## src/rtl/bmp_dec_pkg.sv

```systemverilog
// ----------------------------------------------------------------------------
// BMP decoder package
// Transfer payload types and header byte positions for the BMP pixel decoder.
// ----------------------------------------------------------------------------
package bmp_dec_pkg;

  localparam int MAX_DIM_DEF = 4096;

  // Header byte positions: first byte of each little-endian word, and last byte
  localparam logic [4:0] OFS_POS   = 5'd10;
  localparam logic [4:0] WIDTH_POS = 5'd18;
  localparam logic [4:0] HGT_POS   = 5'd22;
  localparam logic [4:0] BPP_POS   = 5'd28;
  localparam logic [4:0] CHECK_POS = 5'd31;
  localparam logic [31:0] HDR_LEN  = 32'd32;

  localparam int ROW_W   = 12;
  localparam int CHAN_W  = 3;

  typedef enum logic [1:0] {
    ST_PIXEL    = 2'd0,
    ST_BAD_CHAN = 2'd1,
    ST_BAD_SIZE = 2'd2
  } status_t;

  typedef struct packed {
    logic [7:0] data_byte;
    logic       end_of_file;
  } in_data_t;

  typedef struct packed {
    status_t             status;
    logic [ROW_W-1:0]    row;
    logic [ROW_W-1:0]    column;
    logic [7:0]          red;
    logic [7:0]          green;
    logic [7:0]          blue;
    logic [7:0]          alpha;
    logic [CHAN_W-1:0]   channel_count;
    logic                last_pixel;
  } out_data_t;

endpackage

```

## src/rtl/bmp_pixel_stream_decoder_core.sv

```systemverilog
// ----------------------------------------------------------------------------
// BMP pixel stream decoder
// Parses an uncompressed BMP header byte by byte, then emits one result per
// completed pixel (file order, top-down row index) or one header error.
// ----------------------------------------------------------------------------
// Output: a result appears on the out_ bus in the cycle after the transfer of
// the byte that completes it. Throughput: one byte per cycle while the result
// register is free or being drained; the decode is a single pass of counter
// and byte-lane logic between the input transfer and the result register.
// Reset: rst_n (synchronous, active low) clears the parser and empties the
// result register; the parser also returns to its reset state after the byte
// flagged end_of_file.
module bmp_pixel_stream_decoder_core #(
  parameter int MAX_DIM = bmp_dec_pkg::MAX_DIM_DEF
) (
  input  logic                   clk,
  input  logic                   rst_n,
  input  logic                   in_valid,
  output logic                   in_ready,
  input  bmp_dec_pkg::in_data_t  in_data,
  output logic                   out_valid,
  input  logic                   out_ready,
  output bmp_dec_pkg::out_data_t out_data
);
  import bmp_dec_pkg::*;

  // Counter widths: column/row indices reach MAX_DIM-1, sizes reach MAX_DIM
  localparam int CNT_W = (MAX_DIM > 1) ? $clog2(MAX_DIM) : 1;
  localparam int DIM_W = $clog2(MAX_DIM + 1);

  // Replace one byte lane of a header word
  function automatic logic [31:0] put_byte(input logic [31:0] word,
                                           input logic [1:0] idx,
                                           input logic [7:0] b);
    logic [31:0] w;
    w = word;
    w[idx*8 +: 8] = b;
    return w;
  endfunction

  // Parser state
  logic [31:0]      pos_r, pos_nxt;
  logic [31:0]      ofs_r, ofs_nxt;
  logic [31:0]      width_r, width_nxt;
  logic [31:0]      height_r, height_nxt;
  logic [31:0]      bpp_r, bpp_nxt;
  logic [DIM_W-1:0] hm_r, hm_nxt;          // height magnitude, latched at the check
  logic [1:0]       pad_cfg_r, pad_cfg_nxt; // row padding, latched at the check
  logic [1:0]       bip_r, bip_nxt;
  logic [1:0]       pad_r, pad_nxt;
  logic [CNT_W-1:0] col_r, col_nxt;
  logic [CNT_W-1:0] frow_r, frow_nxt;
  logic [23:0]      held_r, held_nxt;
  logic             done_r, done_nxt;

  // Result register
  logic             out_valid_r;
  out_data_t        out_data_r;

  logic             in_fire;
  logic             res_valid;
  out_data_t        res;

  // Combinational helpers
  logic [7:0]       b;
  logic [4:0]       p5;
  logic [28:0]      chan_full;
  logic [31:0]      hm32;
  logic [31:0]      held_ext;
  logic [2:0]       ch;
  logic [DIM_W-1:0] col_inc;
  logic [DIM_W-1:0] frow_inc;
  logic [DIM_W-1:0] drow;
  logic             last;
  logic [CNT_W+ROW_W-1:0] row_ext;
  logic [CNT_W+ROW_W-1:0] col_ext;

  // Accept a byte whenever the result register is free or being drained
  assign in_ready  = !out_valid_r || out_ready;
  assign in_fire   = in_valid && in_ready;
  assign out_valid = out_valid_r;
  assign out_data  = out_data_r;

  assign b  = in_data.data_byte;
  assign p5 = pos_r[4:0];
  assign ch = bpp_r[5:3];

  // Pixel-walk arithmetic
  assign col_inc  = DIM_W'(col_r) + DIM_W'(1);
  assign frow_inc = DIM_W'(frow_r) + DIM_W'(1);
  assign drow     = height_r[31] ? DIM_W'(frow_r) : (hm_r - DIM_W'(1) - DIM_W'(frow_r));
  assign last     = (col_inc == width_r[DIM_W-1:0]) && (frow_inc == hm_r);
  assign row_ext  = {{ROW_W{1'b0}}, drow[CNT_W-1:0]};
  assign col_ext  = {{ROW_W{1'b0}}, col_r};

  always_comb begin
    pos_nxt     = pos_r;
    ofs_nxt     = ofs_r;
    width_nxt   = width_r;
    height_nxt  = height_r;
    bpp_nxt     = bpp_r;
    hm_nxt      = hm_r;
    pad_cfg_nxt = pad_cfg_r;
    bip_nxt     = bip_r;
    pad_nxt     = pad_r;
    col_nxt     = col_r;
    frow_nxt    = frow_r;
    held_nxt    = held_r;
    done_nxt    = done_r;
    res_valid   = 1'b0;
    res         = '0;
    chan_full   = '0;
    hm32        = '0;
    held_ext    = '0;

    if (!done_r) begin
      if (pos_r < HDR_LEN) begin
        // Header: capture the four little-endian words
        if (p5 >= OFS_POS && p5 <= OFS_POS + 5'd3) begin
          ofs_nxt = put_byte(ofs_r, 2'(p5 - OFS_POS), b);
        end else if (p5 >= WIDTH_POS && p5 <= WIDTH_POS + 5'd3) begin
          width_nxt = put_byte(width_r, 2'(p5 - WIDTH_POS), b);
        end else if (p5 >= HGT_POS && p5 <= HGT_POS + 5'd3) begin
          height_nxt = put_byte(height_r, 2'(p5 - HGT_POS), b);
        end else if (p5 >= BPP_POS) begin
          bpp_nxt = put_byte(bpp_r, 2'(p5 - BPP_POS), b);
        end

        if (p5 == CHECK_POS) begin
          // Last header byte: validate channel count first, then sizes and offset
          chan_full = bpp_nxt[31:3];
          hm32      = height_r[31] ? (32'd0 - height_r) : height_r;
          if (chan_full != 29'd1 && chan_full != 29'd3 && chan_full != 29'd4) begin
            res_valid       = 1'b1;
            res.status      = ST_BAD_CHAN;
            res.last_pixel  = 1'b1;
            done_nxt        = 1'b1;
          end else if (width_r[31] || width_r > 32'(MAX_DIM) || hm32 > 32'(MAX_DIM) ||
                       ofs_r[31] || ofs_r < HDR_LEN) begin
            res_valid       = 1'b1;
            res.status      = ST_BAD_SIZE;
            res.last_pixel  = 1'b1;
            done_nxt        = 1'b1;
          end else if (width_r == 32'd0 || hm32 == 32'd0) begin
            // Empty image: nothing to emit
            done_nxt = 1'b1;
          end else begin
            hm_nxt      = hm32[DIM_W-1:0];
            pad_cfg_nxt = 2'(2'd0 - 2'(width_r[1:0] * bpp_nxt[4:3]));
            bip_nxt     = '0;
            pad_nxt     = '0;
            col_nxt     = '0;
            frow_nxt    = '0;
            held_nxt    = '0;
          end
        end
      end else if (pos_r >= ofs_r) begin
        if (pad_r != 2'd0) begin
          // Drop row padding
          pad_nxt = pad_r - 2'd1;
        end else if ({1'b0, bip_r} + 3'd1 < ch) begin
          // Hold earlier bytes of the pixel
          held_ext = put_byte({8'd0, held_r}, bip_r, b);
          held_nxt = held_ext[23:0];
          bip_nxt  = bip_r + 2'd1;
        end else begin
          res_valid         = 1'b1;
          res.status        = ST_PIXEL;
          res.row           = row_ext[ROW_W-1:0];
          res.column        = col_ext[ROW_W-1:0];
          res.channel_count = ch;
          res.last_pixel    = last;
          // Swap BGR(A) to RGB(A); a single channel goes out as gray on red
          unique case (ch)
            3'd1: begin
              res.red = b;
            end
            3'd3: begin
              res.red   = b;
              res.green = held_r[15:8];
              res.blue  = held_r[7:0];
            end
            default: begin
              res.red   = held_r[23:16];
              res.green = held_r[15:8];
              res.blue  = held_r[7:0];
              res.alpha = b;
            end
          endcase
          bip_nxt  = '0;
          held_nxt = '0;
          if (last) begin
            done_nxt = 1'b1;
          end else if (col_inc >= width_r[DIM_W-1:0]) begin
            // Advance to the next file row
            col_nxt  = '0;
            frow_nxt = frow_inc[CNT_W-1:0];
            pad_nxt  = pad_cfg_r;
          end else begin
            col_nxt = col_inc[CNT_W-1:0];
          end
        end
      end

      if (pos_r != '1) begin
        pos_nxt = pos_r + 32'd1;
      end
    end

    // End of file: return every state entry to its reset value
    if (in_data.end_of_file) begin
      pos_nxt     = '0;
      ofs_nxt     = '0;
      width_nxt   = '0;
      height_nxt  = '0;
      bpp_nxt     = '0;
      hm_nxt      = '0;
      pad_cfg_nxt = '0;
      bip_nxt     = '0;
      pad_nxt     = '0;
      col_nxt     = '0;
      frow_nxt    = '0;
      held_nxt    = '0;
      done_nxt    = 1'b0;
    end
  end

  always_ff @(posedge clk) begin
    if (!rst_n) begin
      pos_r       <= '0;
      ofs_r       <= '0;
      width_r     <= '0;
      height_r    <= '0;
      bpp_r       <= '0;
      hm_r        <= '0;
      pad_cfg_r   <= '0;
      bip_r       <= '0;
      pad_r       <= '0;
      col_r       <= '0;
      frow_r      <= '0;
      held_r      <= '0;
      done_r      <= 1'b0;
      out_valid_r <= 1'b0;
    end else begin
      if (in_fire) begin
        pos_r       <= pos_nxt;
        ofs_r       <= ofs_nxt;
        width_r     <= width_nxt;
        height_r    <= height_nxt;
        bpp_r       <= bpp_nxt;
        hm_r        <= hm_nxt;
        pad_cfg_r   <= pad_cfg_nxt;
        bip_r       <= bip_nxt;
        pad_r       <= pad_nxt;
        col_r       <= col_nxt;
        frow_r      <= frow_nxt;
        held_r      <= held_nxt;
        done_r      <= done_nxt;
        out_valid_r <= res_valid;
      end else if (out_ready) begin
        out_valid_r <= 1'b0;
      end
    end
  end

  // Result payload: load only when a new result is produced
  always_ff @(posedge clk) begin
    if (in_fire && res_valid) begin
      out_data_r <= res;
    end
  end

endmodule
```

## config.mk

```make
export PLATFORM = sky130hd
export DESIGN_NAME = bmp_pixel_stream_decoder_core
export DESIGN_NICKNAME = d
export VERILOG_FILES = /design/src/rtl/bmp_dec_pkg.sv /design/src/rtl/bmp_pixel_stream_decoder_core.sv
export SDC_FILE = /design/constraint.sdc
export NUM_CORES = 1
export LEC_CHECK = 0
export BUFFER_PORTS_ARGS = -buffer_cell sky130_fd_sc_hd__clkbuf_2
export CAP_MARGIN = 40
export CORE_UTILIZATION = 60
export DETAILED_ROUTE_END_ITERATION = 8
export PLACE_DENSITY = 0.78
export SYNTH_ARGS = -nofsm -noshare
export SYNTH_HDL_FRONTEND = slang
export SYNTH_SLANG_ARGS = --single-unit
```

## constraint.sdc

```tcl
create_clock -name clk -period 10.6 [get_ports clk]
set_clock_uncertainty 0.15 [all_clocks]
set_input_delay 0.53 -clock clk [delete_from_list [all_inputs] [get_ports clk]]
set_output_delay 0.53 -clock clk [all_outputs]
set_load 0.02 [all_outputs]
```

==> results by group <==
Pwr
  – Cell Pwr Density: 128 nW/um^2
  – Worst vdd ir: 0.000147 V
  – Final Power: 0.00226 W
  – Leakage Power: 6.47 nW

Final layout
  – Antenna Cells: 0
  – Commonest non-fill, non-tap cell in the layout: dfxtp_1
  – Filler cells: 2107
  – Ratio of cells with drive above 1 in the final layout: 0.0858
  – FF+latch area: 6390 um^2
  – Multi-input gate area: 8990 um^2
  – Post-layout util: 0.672
  – Synthesis-to-finish area growth: 9.59%
  – Final instance area: 17600 um^2
  – Commonest cells after routing, fill and taps aside: 225 x dfxtp_1, 150 x nor2b_1, 146 x mux2i_1, 130 x nor2_1, 98 x nand2_1
  – Nets: 1907

Timing
  – Post-route setup slack: 5840 ps
  – Final setup violation count: 0
  – Least-Margin Pin Slew: 952 ps
  – Max Fclk: 210 MHz
  – Final period utilization: 0.449
  – Setup tns final: 0 ps
  – Rel. slew slack: 0.365
  – Slew Viols, Final: 0
  – Final Hold Viols: 0
  – RSZ-0062 raised after global routing: false
  – Post-route minimum period: 4760 ps

Drt
  – DR pass1 iterations: 7
  – Via count: 13132
  – DRC Markers: 4
  – Detailed-route wire length per cell: 18.4 um
  – Final WL: 40100 um
  – Via density: 6.03
  – 1st-iter DRT viols: 1076
  – Post-route ant nets: 0

Synthesis
  – Number of synthesized flops with an enable pin: 62
  – Share of the synthesized area in the top cell type: 0.281
  – Flops & latches, synth: 288
  – Synth top area cells: dfxtp_1 28%, edfxtp_1 12%, mux2i_1 9.1%
  – Mapped Cells: 1794
  – Cell area after synthesis: 16100 um^2
  – Post-synth top flop: dfxtp_1
  – Cell taking the most area after synthesis: dfxtp_1
  – Seq/Total Area, Yosys: 0.397
  – YS warnings: 0
  – Synth cell types: 76
  – Syn Area/Cell: 8.96 um^2
  – Syn Nets: 1882
  – Async set-or-reset flop fraction in the synthesized netlist: 0

Clock tree
  – CTS resizes: 0
  – Root buffer cell: clkbuf_16
  – Max clock buf depth: 3
  – Clk slew on worst S/H paths: 60 ps
  – Post-CTS Hold Fix Bufs: 0
  – H-tree depth: 1
  – CTS tree: done
  – TritonCTS Sinks: 288
  – Postcts setup bufs: 0
  – Total CTS buffers: 30
  – Clk_lat worst skew: 570 ps

Floorplanning
  – Core area: 26200 um^2
  – Die height: 166 um
  – Row cnt: 59
  – Die area: 27500 um^2
  – I/O Pins: 77
  – Initial Util: 0.614
  – Die X: 166 um

GRT
  – Global-route wire length before repair: 65500 um
  – GRT Total Usage: 0.290
  – Largest net degree at the start of global routing: 117
  – Grt ovf: 0
  – Initial antenna violation count: 0
  – Vias in the first global route: 12643

Run status
  – Violated checks: design-rule violations
  – Outcome: finished with violations

Flow run
  – Max-cap violations: 0

Critical path
  – Max FO, Critical Path: 11
  – Req. time, crit path: 10940 ps
  – Crit start category: register
  – CP Class: register to register
  – Critical Path Sink Type: register
  – Data arrival, critical path: 5100 ps

Place
  – Port Buffers: 76
  – HPWL Detailed: 28300 um
  – DP Area: 16700 um^2
  – RD Place Congestion: 0.919
  – DP Worst Slack: 5890 ps

Hold path
  – Hold Crit Class: primary input to register
-- worst max-delay path, stage by stage (launching register included) --
cell and delay (ps):
dfxtp_1 420, ha_1 280, and3_1 190, and3_1 240
and3_1 220, nand3_1 100, xnor2_1 170, ha_1 280
nand3_1 110, nor4_1 420, a2111oi_0 120, o21ai_1 290
nor2_1 270, nor2_1 250, nand4_1 430, or4_1 590
a21boi_1 150
-- area by class of cell --
cell class,instances,share of cell area
clock buffers,41,0.0472
clock inverters,14,0.00646
inverters,81,0.0173
multi-input cells,1322,0.510
flip-flops and latches,288,0.362
well taps,335,0.0238
repair buffers,96,0.0326
-- registers in the layout (all words and copies together), names as in the netlist, 13 cells and up --
name / count
bpp_r: 29
height_r: 32
held_r: 24
hm_r: 13
ofs_r: 32
out_data: 62
pos_r: 32
width_r: 32
-- cells by family (layout without fill, tap and decap cells) --
group,after synthesis,after routing,share of synthesized area
xor+xnor,70,70,0.0381
mux,147,147,0.0916
compound gates,289,289,0.116
buf+inv,184,232,0.0447
fa+ha+maj,75,75,0.0588
flops,288,288,0.397
simple gates,741,741,0.253
-- final timing paths --
path                            startpoint         end  slack (ps)  cells after the start
worst min register to register   held_r[6]   held_r[6]         300                      2
worst max register to register    col_r[0]  frow_r[10]        5840                     16
worst max-delay path              col_r[0]  frow_r[10]        5840                     16
worst min-delay path              in_valid      done_r         120                      3
-- per-layer routing --
layer,vias to the layer above,wire length (um),track usage
met5,-,0,0
met4,0,1250,0.0987
met3,85,2150,0.0373
met2,392,19000,0.496
met1,6216,17800,0.378
li1,6439,-,-
-- per-stage QoR --
stage	cells	hold slack, ps
3_5_place_dp	2121	297
3_3_place_gp	2111	287
5_1_grt	2177	125
4_1_cts	2176	102
6_report	2177	124
2_1_floorplan	1794	280
-- cell usage after synthesis (40+ instances only) --
master and n:
clkbuf_1 90, ha_1 74, and2_1 57, dfxtp_1 226, mux2i_1 146, edfxtp_1 62
a21oi_1 78, inv_1 80, nor2_1 130, nand2_1 98, nand3_1 73, nor4_1 41
nor3_1 40, o21ai_0 46, nor2b_1 150
-- power by group --
| group | leakage [nW] | switching (W) | internal [W] |
|---|---|---|---|
| sequential | 2.40 | 0.00000374 | 0.00112 |
| combinational | 3.61 | 0.0000781 | 0.0000465 |
| clock | 0.463 | 0.000443 | 0.000574 |
| total | 6.47 | 0.000524 | 0.00174 |
No activity file was read; power rests on OpenSTA's default activity.
